==> src/rtl/slsc_pkg.sv <==
// slsc_pkg: shared codes and controller/datapath interface structs for the
// single-line sector cache. No dependencies.
`default_nettype none

package slsc_pkg;

   // sector size in bytes, fixed by the 9-bit in-sector offset and 6-bit word index
   localparam int SECTOR_BYTES = 512;

   // request kinds carried in tuser
   localparam logic [2:0] KIND_READ  = 3'd0;
   localparam logic [2:0] KIND_WRITE = 3'd1;
   localparam logic [2:0] KIND_ZERO  = 3'd2;
   localparam logic [2:0] KIND_FLUSH = 3'd3;
   localparam logic [2:0] KIND_FILL  = 3'd4;
   localparam logic [2:0] KIND_ACK   = 3'd5;

   // result kinds
   localparam logic [1:0] RK_CPL  = 2'd0;
   localparam logic [1:0] RK_WB   = 2'd1;
   localparam logic [1:0] RK_RREQ = 2'd2;

   // completion status
   localparam logic [1:0] ST_GOOD  = 2'd0;
   localparam logic [1:0] ST_WERR  = 2'd1;
   localparam logic [1:0] ST_RERR  = 2'd2;
   localparam logic [1:0] ST_INVAL = 2'd3;

   // pending request codes
   localparam logic [1:0] PREQ_READ  = 2'd0;
   localparam logic [1:0] PREQ_WRITE = 2'd1;
   localparam logic [1:0] PREQ_ZERO  = 2'd2;
   localparam logic [1:0] PREQ_FLUSH = 2'd3;

   // buffer read address select
   localparam logic [1:0] RD_IN   = 2'd0;
   localparam logic [1:0] RD_PEND = 2'd1;
   localparam logic [1:0] RD_WB   = 2'd2;

   // output register source select
   localparam logic [1:0] OUT_CPL   = 2'd0;
   localparam logic [1:0] OUT_RBYTE = 2'd1;
   localparam logic [1:0] OUT_RREQ  = 2'd2;
   localparam logic [1:0] OUT_WB    = 2'd3;

   // stream payload widths
   localparam int REQ_DATA_W = 120;
   localparam int RSP_DATA_W = 112;

   typedef struct packed {
      logic       pend_ld;
      logic [1:0] pend_req;
      logic       pend_sec_ld;
      logic       pend_acc_ld;
      logic       rd_en;
      logic [1:0] rd_sel;
      logic       fill_wr;
      logic       fill_clr;
      logic       acc_wr;
      logic       zero_now;
      logic       zero_from_in;
      logic       commit_fill;
      logic       wb_start;
      logic       wb_inc;
      logic       out_ld;
      logic [1:0] out_sel;
      logic [1:0] out_status;
      logic       rreq_from_in;
   } slsc_cmd_type;

   typedef struct packed {
      logic       hit;
      logic       off_ok;
      logic       needs_wb;
      logic       wb_last;
      logic [1:0] pend_req;
   } slsc_sts_type;

endpackage

`default_nettype wire

==> src/rtl/slsc_ctrl.sv <==
// slsc_ctrl: controller state machine of the sector cache - request decode,
// media phases, write-back sequencing and result valid.
// Depends on slsc_pkg.
`default_nettype none

module slsc_ctrl (
   input  logic                  clock,
   input  logic                  reset,
   input  logic                  req_tvalid,
   output logic                  req_tready,
   input  logic [2:0]            in_kind,
   input  logic                  in_ok,
   output logic                  rsp_tvalid,
   input  logic                  rsp_tready,
   input  slsc_pkg::slsc_sts_type sts,
   output slsc_pkg::slsc_cmd_type cmd
);
   import slsc_pkg::*;

   localparam logic [2:0] S_IDLE      = 3'd0;
   localparam logic [2:0] S_WAIT_WB   = 3'd1;
   localparam logic [2:0] S_WAIT_FILL = 3'd2;
   localparam logic [2:0] S_ACC       = 3'd3;
   localparam logic [2:0] S_WB_RD     = 3'd4;
   localparam logic [2:0] S_WB_LD     = 3'd5;

   logic [2:0] state_ff, state_in;
   logic       rsp_valid_ff, rsp_valid_in;
   logic       out_free, accepting, acc;

   // handshake
   assign out_free   = !rsp_valid_ff || rsp_tready;
   assign accepting  = (state_ff == S_IDLE) || (state_ff == S_WAIT_WB) ||
                       (state_ff == S_WAIT_FILL);
   assign req_tready = accepting && out_free;
   assign acc        = req_tvalid && req_tready;
   assign rsp_tvalid = rsp_valid_ff;

   // decode and sequencing
   always_comb begin
      cmd      = '0;
      state_in = state_ff;
      case (state_ff)
         S_IDLE: begin
            if (acc) begin
               case (in_kind)
                  KIND_READ, KIND_WRITE: begin
                     if (!sts.off_ok) begin
                        cmd.out_ld     = 1'b1;
                        cmd.out_sel    = OUT_CPL;
                        cmd.out_status = ST_INVAL;
                     end else begin
                        cmd.pend_ld     = 1'b1;
                        cmd.pend_req    = (in_kind == KIND_WRITE) ? PREQ_WRITE : PREQ_READ;
                        cmd.pend_sec_ld = 1'b1;
                        cmd.pend_acc_ld = 1'b1;
                        if (sts.hit) begin
                           cmd.rd_en  = 1'b1;
                           cmd.rd_sel = RD_IN;
                           state_in   = S_ACC;
                        end else if (sts.needs_wb) begin
                           cmd.wb_start = 1'b1;
                           state_in     = S_WB_RD;
                        end else begin
                           cmd.out_ld       = 1'b1;
                           cmd.out_sel      = OUT_RREQ;
                           cmd.rreq_from_in = 1'b1;
                           cmd.fill_clr     = 1'b1;
                           state_in         = S_WAIT_FILL;
                        end
                     end
                  end
                  KIND_ZERO: begin
                     cmd.pend_ld     = 1'b1;
                     cmd.pend_req    = PREQ_ZERO;
                     cmd.pend_sec_ld = 1'b1;
                     if (sts.needs_wb) begin
                        cmd.wb_start = 1'b1;
                        state_in     = S_WB_RD;
                     end else begin
                        cmd.zero_now     = 1'b1;
                        cmd.zero_from_in = 1'b1;
                        cmd.out_ld       = 1'b1;
                        cmd.out_sel      = OUT_CPL;
                        cmd.out_status   = ST_GOOD;
                     end
                  end
                  KIND_FLUSH: begin
                     cmd.pend_ld  = 1'b1;
                     cmd.pend_req = PREQ_FLUSH;
                     if (sts.needs_wb) begin
                        cmd.wb_start = 1'b1;
                        state_in     = S_WB_RD;
                     end else begin
                        cmd.out_ld     = 1'b1;
                        cmd.out_sel    = OUT_CPL;
                        cmd.out_status = ST_GOOD;
                     end
                  end
                  default: begin
                     // stray media items are dropped
                  end
               endcase
            end
         end
         S_WAIT_WB: begin
            if (acc && (in_kind == KIND_ACK)) begin
               state_in = S_IDLE;
               if (!in_ok) begin
                  cmd.out_ld     = 1'b1;
                  cmd.out_sel    = OUT_CPL;
                  cmd.out_status = ST_WERR;
               end else begin
                  case (sts.pend_req)
                     PREQ_READ, PREQ_WRITE: begin
                        cmd.out_ld   = 1'b1;
                        cmd.out_sel  = OUT_RREQ;
                        cmd.fill_clr = 1'b1;
                        state_in     = S_WAIT_FILL;
                     end
                     PREQ_ZERO: begin
                        cmd.zero_now   = 1'b1;
                        cmd.out_ld     = 1'b1;
                        cmd.out_sel    = OUT_CPL;
                        cmd.out_status = ST_GOOD;
                     end
                     default: begin
                        cmd.out_ld     = 1'b1;
                        cmd.out_sel    = OUT_CPL;
                        cmd.out_status = ST_GOOD;
                     end
                  endcase
               end
            end
         end
         S_WAIT_FILL: begin
            if (acc && (in_kind == KIND_FILL)) begin
               cmd.fill_wr = 1'b1;
            end else if (acc && (in_kind == KIND_ACK)) begin
               if (!in_ok) begin
                  cmd.out_ld     = 1'b1;
                  cmd.out_sel    = OUT_CPL;
                  cmd.out_status = ST_RERR;
                  state_in       = S_IDLE;
               end else begin
                  cmd.commit_fill = 1'b1;
                  cmd.rd_en       = 1'b1;
                  cmd.rd_sel      = RD_PEND;
                  state_in        = S_ACC;
               end
            end
         end
         S_ACC: begin
            // buffer word is back: merge a write or return a byte
            cmd.out_ld = 1'b1;
            if (sts.pend_req == PREQ_WRITE) begin
               cmd.acc_wr     = 1'b1;
               cmd.out_sel    = OUT_CPL;
               cmd.out_status = ST_GOOD;
            end else begin
               cmd.out_sel = OUT_RBYTE;
            end
            state_in = S_IDLE;
         end
         S_WB_RD: begin
            if (out_free) begin
               cmd.rd_en  = 1'b1;
               cmd.rd_sel = RD_WB;
               state_in   = S_WB_LD;
            end
         end
         S_WB_LD: begin
            cmd.out_ld  = 1'b1;
            cmd.out_sel = OUT_WB;
            if (sts.wb_last) begin
               state_in = S_WAIT_WB;
            end else begin
               cmd.wb_inc = 1'b1;
               state_in   = S_WB_RD;
            end
         end
         default: begin
            state_in = S_IDLE;
         end
      endcase
   end

   // result valid flag
   always_comb begin
      if (cmd.out_ld) begin
         rsp_valid_in = 1'b1;
      end else if (rsp_tready) begin
         rsp_valid_in = 1'b0;
      end else begin
         rsp_valid_in = rsp_valid_ff;
      end
   end

   always_ff @(posedge clock) begin
      if (reset) begin
         state_ff     <= S_IDLE;
         rsp_valid_ff <= 1'b0;
      end else begin
         state_ff     <= state_in;
         rsp_valid_ff <= rsp_valid_in;
      end
   end

endmodule

`default_nettype wire

==> config.mk <==
export PLATFORM = sky130hd
export DESIGN_NAME = slsc_ctrl
export DESIGN_NICKNAME = d
export VERILOG_FILES = /design/src/rtl/slsc_pkg.sv /design/src/rtl/slsc_ctrl.sv
export SDC_FILE = /design/constraint.sdc
export NUM_CORES = 1
export LEC_CHECK = 0
export ABC_AREA = 1
export BUFFER_PORTS_ARGS = -buffer_cell sky130_fd_sc_hd__buf_2
export CORE_AREA = 2 2 43 45
export DETAILED_ROUTE_END_ITERATION = 8
export DIE_AREA = 0 0 45 47
export PLACE_DENSITY = 0.78
export SLEW_MARGIN = 30
export SYNTH_ARGS = -nofsm -noshare
export SYNTH_HDL_FRONTEND = slang
export SYNTH_SLANG_ARGS = --single-unit
==> constraint.sdc <==
create_clock -name clock -period 2.5 [get_ports clock]
set_input_delay 0.5 -clock clock [delete_from_list [all_inputs] [get_ports clock]]
set_output_delay 0.5 -clock clock [all_outputs]
set_load 0.01 [all_outputs]
==> impl_metrics.sql, run 1 <==
INSERT INTO impl_metrics (metric_group, metric, value, unit) VALUES
('synthesis', 'synth.net_count', '150', ''),
('min_path', 'hold_class', 'input pin to register', ''),
('route', 'vias', '966', ''),
('clock_tree', 'cts_tree', 'yes', ''),
('route', 'met3_wirelength', '93', 'um'),
('synthesis', 'netlist_area', '718', 'um^2'),
('global_routing', 'first_global_vias', '798', ''),
('synthesis', 'synthMuxAreaShare', '0', '%'),
('worst_setup_path', 'crit_arrival', '1680', 'ps'),
('finish', 'fillers', '173', ''),
('place', 'place.gp.congestion', '0.942', ''),
('route', 'detail_route.wirelength.met1', '914', 'um'),
('synthesis', 'synth_top_family_by_area', 'simple AND/OR/NAND/NOR gates', ''),
('synthesis', 'synth_cell_types', '24', ''),
('clock_tree', 'cts_made_buffers', '3', ''),
('place', 'place_hpwl', '1750', 'um'),
('finish', 'syn2layout_area_growth', '29.3', '%'),
('route', 'detailroute.wirelength.met2', '972', 'um'),
('worst_setup_path', 'critical_path.n_buffers_inverters', '2', ''),
('clock_tree', 'htree_num_levels', '1', ''),
('clock_tree', 'worst_setup_hold_path_clk_slew', '40', 'ps'),
('synthesis', 'syn-mean-instance-area', '5.28', 'um^2'),
('die', 'floorplan.rows', '15', ''),
('place', 'number_of_port_buffers', '37', ''),
('worst_setup_path', 'critical_path.slowest_cell', 'dfxtp_1', ''),
('synthesis', 'synth_adder_area_share', '0', '%'),
('synthesis', 'yosys_reg_bits', '4', ''),
('route', 'vias_per_cell', '5.06', ''),
('clock_tree', 'postCtsSetupRepairBufs', '0', ''),
('sta', 'fmax', '0.458', 'GHz'),
('worst_setup_path', 'setup.worst_path.class', 'register to output pin', ''),
('place', 'numPlacedInstances', '188', ''),
('route', 'drt-wirelength-per-cell', '10.5', 'um'),
('worst_setup_path', 'cp_data_required_time', '2000', 'ps'),
('die', 'top_level_ports', '38', ''),
('place', 'placedInstanceArea', '906', 'um^2'),
('die', 'chipHeight', '47', 'um'),
('route', 'route.antenna.remaining_nets', '0', ''),
('job', 'drv.max_cap_violation_count', '0', ''),
('worst_setup_path', 'timing.critical_path.slowest_cell_delay', '380', 'ps'),
('synthesis', 'synth_compound_area_share', '15.9', '%'),
('worst_setup_path', 'ff_to_ff_setup_slack', '1000', 'ps'),
('global_routing', 'grt_use_total', '20.2', '%'),
('clock_tree', 'ctsRootBufferMaster', 'clkbuf_4', ''),
('finish', 'n_antenna_cell', '0', ''),
('global_routing', 'grt_pass1_wl', '3210', 'um'),
('route', 'route.top_layer_used', 'met4', ''),
('clock_tree', 'clockBufferDepth', '2', ''),
('sta', 'tightestPinTransition', '341', 'ps'),
('sta', 'max-slew-margin-rel', '77.1', '%'),
('worst_setup_path', 'timing.critical_path.to_type', 'output pin', ''),
('worst_setup_path', 'worstPathCellList', 'a21oi_2, nand3_4, o21ai_1, nor2_1, nor2_1, inv_1, buf_2', ''),
('finish', 'fin_nets', '190', ''),
('synthesis', 'synth_simple_gate_area_share', '57.3', '%'),
('pwr', 'ir_worst_vdd', '0.744', 'mV'),
('global_routing', 'grt_antenna_before_repair', '0', ''),
('pwr', 'power.density_cell_area', '978', 'nW/um^2'),
('clock_tree', 'clk_latency', '230', 'ps'),
('route', 'detailedRoute.firstPassIterationCount', '4', ''),
('sta', 'final-hold-violation-count', '0', ''),
('synthesis', 'ys_warn_count', '0', ''),
('route', 'drcViolationCount', '0', ''),
('sta', 'layout_worst_path_cycle_share', '87.3', '%'),
('sta', 'fin_worst_skew', '4.11', 'ps'),
('sta', 'fin_setup_tns', '0', 'ps'),
('worst_setup_path', 'critical_path.top_delay_family', 'compound AO/OA/AOI/OAI gates', ''),
('synthesis', 'synth-xor-area-share', '0', '%'),
('die', 'initial_core_util', '43.5', '%'),
('run_status', 'outcome', 'completed', ''),
('sta', 'rsz0062_at_grt', 'false', ''),
('sta', 'final-setup-viol-count', '0', '');
-- per-stage QoR --
stage | setup slack [ps] | util [%] | power [uW]
2_1_floorplan | 590 | - | 688
3_3_place_gp | 436 | 54.8 | 824
3_5_place_dp | 369 | 54.8 | 831
4_1_cts | 319 | 56.2 | 912
5_1_grt | 128 | 56.2 | 1030
6_report | 318 | 56.2 | 908
-- synth_stat cells, drive strengths merged --
cell | count | area [um^2]
nand4 | 3 | 18.8
a21oi | 5 | 28.8
buf | 2 | 18.8
nor3 | 6 | 35.0
dfxtp | 4 | 80.1
o21ai | 9 | 48.8
o22ai | 1 | 12.5
nor2 | 35 | 151
nand3 | 11 | 67.6
o221ai | 1 | 8.76
nand2 | 33 | 139
inv | 25 | 93.8
a2111oi | 1 | 15.0
-- cell usage in the layout, fill, tap and decap left out --
cell,netlist,layout
a2111oi_2,1,1
a21oi_1,4,4
a21oi_2,1,1
buf_2,0,37
clkbuf_4,0,3
dfxtp_1,4,4
inv_1,22,22
inv_2,3,3
nand2_1,29,29
nand2_2,3,3
nand2_4,1,1
nand3_1,10,10
nand3_4,1,1
nand4_1,3,3
nor2_1,31,31
nor2_2,2,2
nor2_4,2,2
nor3_1,5,5
nor3_2,1,1
o21ai_0,6,6
o21ai_1,2,2
o21ai_2,1,1
o221ai_1,1,1
o22ai_2,1,1
-- layout make-up --
cell class	count	area [um^2]	area share [%]
clock buffers	3	22.5	2.43
inverters	25	93.8	10.1
multi-input cells	105	526	56.6
flip-flops and latches	4	80.1	8.63
well taps	17	21.3	2.29
repair buffers	37	185	19.9
-- kinds of logic (layout without fill, tap and decap cells) --
family | after synthesis | in the layout
buf+inv | 27 | 65
simple gates | 88 | 88
flops | 4 | 4
compound gates | 17 | 17
-- power breakdown --
part           switching [uW]  total [uW]  leakage (uW)  internal [uW]
sequential               52.5         148     0.0000330           95.9
clock                    22.2        75.5     0.0000138           53.4
combinational             448         684      0.000537            235
-- registers in the layout (all words and copies together) (netlist names) --
signal and count:
rsp_tvalid 1, state_ff 3
-- layer usage --
metal | vias to the layer above | GRT usage [%]
li1 | 507 | -
met1 | 429 | 26.8
met2 | 26 | 34.0
met3 | 4 | 4.62
met4 | 0 | 3.53
met5 | - | 0
-- final timing paths --
| path | from | to | depth (start not counted) |
|---|---|---|---|
| max | state_ff[0] | cmd[5] | 7 |
| min | reset | rsp_tvalid | 2 |
| max reg2reg | state_ff[1] | state_ff[1] | 9 |
| min reg2reg | state_ff[2] | state_ff[2] | 2 |
Note: power is estimated with default switching activity, not from simulation.
==> run 2, diff against run 1 <==
--- a/config.mk
+++ b/config.mk
@@ -11,4 +11,5 @@
 export DETAILED_ROUTE_END_ITERATION = 8
 export DIE_AREA = 0 0 45 47
+export GPL_ROUTABILITY_DRIVEN = 0
 export PLACE_DENSITY = 0.78
 export SLEW_MARGIN = 30
==> constraint.sdc (replaced) <==
create_clock -name clock -period 2.5 [get_ports clock]
set_input_delay 0.125 -clock clock [delete_from_list [all_inputs] [get_ports clock]]
set_output_delay 0.125 -clock clock [all_outputs]
set_load 0.01 [all_outputs]
==> impl_metrics.sql, run 2 (synthesized netlist as in run 1, its figures left out) <==
INSERT INTO impl_metrics (metric_group, metric, value, unit) VALUES
('clock_tree', 'postCtsSetupRepairBufs', '0', ''),
('worst_setup_path', 'r2r_cells', '6', ''),
('pwr', 'netSwitchingPower', '528', 'uW'),
('die', 'initial_core_util', '43.5', '%'),
('pwr', 'power.combinational.fraction', '75.0', '%'),
('worst_setup_path', 'critical_path.top_delay_family', 'compound AO/OA/AOI/OAI gates', ''),
('global_routing', 'globalRouteOverflowTotal', '0', ''),
('pwr', 'power.clock.fraction', '8.9', '%'),
('worst_setup_path', 'setup.worst_path.class', 'register to output pin', ''),
('sta', 'post-route-worst-setup-slack', '688', 'ps'),
('pwr', 'switching_share', '57.8', '%'),
('worst_setup_path', 'cp_common_cell', 'nor2_1', ''),
('sta', 'final-setup-viol-count', '0', ''),
('finish', 'largest_reg_flops', '3', ''),
('place', 'numPlacedInstances', '188', ''),
('place', 'place_hpwl', '1740', 'um'),
('finish', 'n_antenna_cell', '0', ''),
('sta', 'slew_viol_final', '0', ''),
('sta', 'tightestPinTransition', '311', 'ps'),
('worst_setup_path', 'crit_arrival', '1690', 'ps'),
('route', 'drt-initial-drc-count', '24', ''),
('sta', 'fmax', '0.552', 'GHz'),
('finish', 'layout_commonest_cell', 'buf_2', ''),
('finish', 'post-route-util', '56.2', '%'),
('clock_tree', 'worst_setup_hold_path_clk_slew', '40', 'ps'),
('sta', 'layout_worst_path_cycle_share', '72.5', '%'),
('finish', 'fin_nets', '190', ''),
('worst_setup_path', 'cp_data_required_time', '2380', 'ps'),
('worst_setup_path', 'timing.critical_path.slowest_cell_delay', '380', 'ps'),
('die', 'floorplan.rows', '15', ''),
('route', 'routed_wirelength', '2000', 'um'),
('worst_setup_path', 'critical_path.n_buffers_inverters', '2', ''),
('pwr', 'ir_worst_vdd', '0.527', 'mV'),
('global_routing', 'grt_antenna_before_repair', '0', ''),
('route', 'drcViolationCount', '0', ''),
('die', 'chipHeight', '47', 'um'),
('clock_tree', 'cts_tree', 'yes', ''),
('worst_setup_path', 'timing.critical_path.depth', '7', ''),
('sta', 'fin_worst_skew', '4.19', 'ps'),
('global_routing', 'grt_use_total', '20.1', '%'),
('sta', 'fin_setup_tns', '0', 'ps'),
('global_routing', 'first_global_vias', '815', ''),
('clock_tree', 'clockBufferDepth', '2', ''),
('clock_tree', 'cts.sink_count', '4', ''),
('worst_setup_path', 'worstPathCellList', 'a21oi_2, nand3_4, o21ai_1, nor2_1, nor2_1, inv_1, buf_2', ''),
('die', 'die_w', '45', 'um'),
('pwr', 'p_int', '385', 'uW'),
('global_routing', 'grt_start_max_net_pins', '9', ''),
('pwr', 'power.density_cell_area', '984', 'nW/um^2'),
('place', 'pre_cts_ws', '950', 'ps'),
('route', 'drt-wirelength-per-cell', '10.5', 'um'),
('worst_setup_path', 'critical_path.slowest_cell', 'dfxtp_1', ''),
('place', 'number_of_port_buffers', '37', ''),
('sta', 'final-hold-violation-count', '0', ''),
('die', 'coreArea', '1650', 'um^2'),
('finish', 'drive_above_1_share', '32.8', '%'),
('route', 'route.antenna.remaining_nets', '0', ''),
('clock_tree', 'clk_latency', '240', 'ps'),
('worst_setup_path', 'timing.critical_path.to_type', 'output pin', ''),
('min_path', 'hold_class', 'input pin to register', ''),
('pwr', 'share_seq_of_total_power', '16.0', '%'),
('finish', 'syn2layout_area_growth', '29.3', '%'),
('sta', 'hold_ws', '55.6', 'ps'),
('clock_tree', 'htree_num_levels', '1', ''),
('job', 'drv.max_cap_violation_count', '0', ''),
('route', 'detailedRoute.firstPassIterationCount', '4', ''),
('worst_setup_path', 'crit_path_start_kind', 'register', ''),
('min_path', 'hold_path_depth', '2', ''),
('sta', 'max-slew-margin-rel', '79.1', '%'),
('clock_tree', 'cts_resized', '0', ''),
('sta', 'final.min_clock_period', '1810', 'ps'),
('die', 'top_level_ports', '38', ''),
('global_routing', 'grt_pass1_wl', '3230', 'um'),
('worst_setup_path', 'critical_path.max_fanout', '8', ''),
('finish', 'most_frequent_cells_in_the_layout', 'buf_2, nor2_1, nand2_1', ''),
('clock_tree', 'ctsRootBufferMaster', 'clkbuf_4', ''),
('finish', 'registers.top_by_ff_count', 'state_ff', ''),
('clock_tree', 'cts_made_buffers', '3', ''),
('route', 'vias_per_cell', '5.13', ''),
('die', 'design.die.area', '2120', 'um^2'),
('clock_tree', 'cts-hold-fix-buffers', '0', ''),
('pwr', 'cellLeakagePower', '0.000583', 'uW'),
('finish', 'instances_no_fill', '191', ''),
('run_status', 'outcome', 'completed', ''),
('route', 'vias', '979', ''),
('sta', 'rsz0062_at_grt', 'false', '');
[run 2: cell counts in the layout (fill, tap and decap cells not counted)]
No cell type changed its count.
[run 2: area by class of cell]
cell class,count,area [um^2]
inverters,25,93.8
well taps,17,21.3
multi-input cells,105,526
flip-flops and latches,4,80.1
fillers,166,723
clock buffers,3,22.5
repair buffers,37,185
[run 2: metrics by stage]
stage	total power [uW]	instance area (um^2)
finish	913	928
global route	1040	928
floorplan	688	718
global placement	820	906
CTS	922	928
detailed placement	835	906
[run 2: power groups by stage]
stage	clock network, uW	logic (uW)	registers (uW)
after detailed placement	0	688	147
after global routing	92.5	792	152
after CTS	85.0	691	146
after floorplan	0	561	127
after global placement	0	678	142
final	81.7	685	146
[run 2: worst paths after layout]
check               from           to  slack (ps)
min                reset   rsp_tvalid          60
max          state_ff[0]       cmd[5]         690
min reg2reg  state_ff[2]  state_ff[2]         580
max reg2reg  state_ff[0]   rsp_tvalid        1030
[run 2: layer usage]
metal  global-route usage [%]  vias to the layer above  share of wire [%]
li1                         -                      510                  -
met3                     3.46                        0                6.8
met5                        0                        -                  0
met4                     1.76                        0                  0
met1                     26.6                      434                 44
met2                     35.7                       35                 49
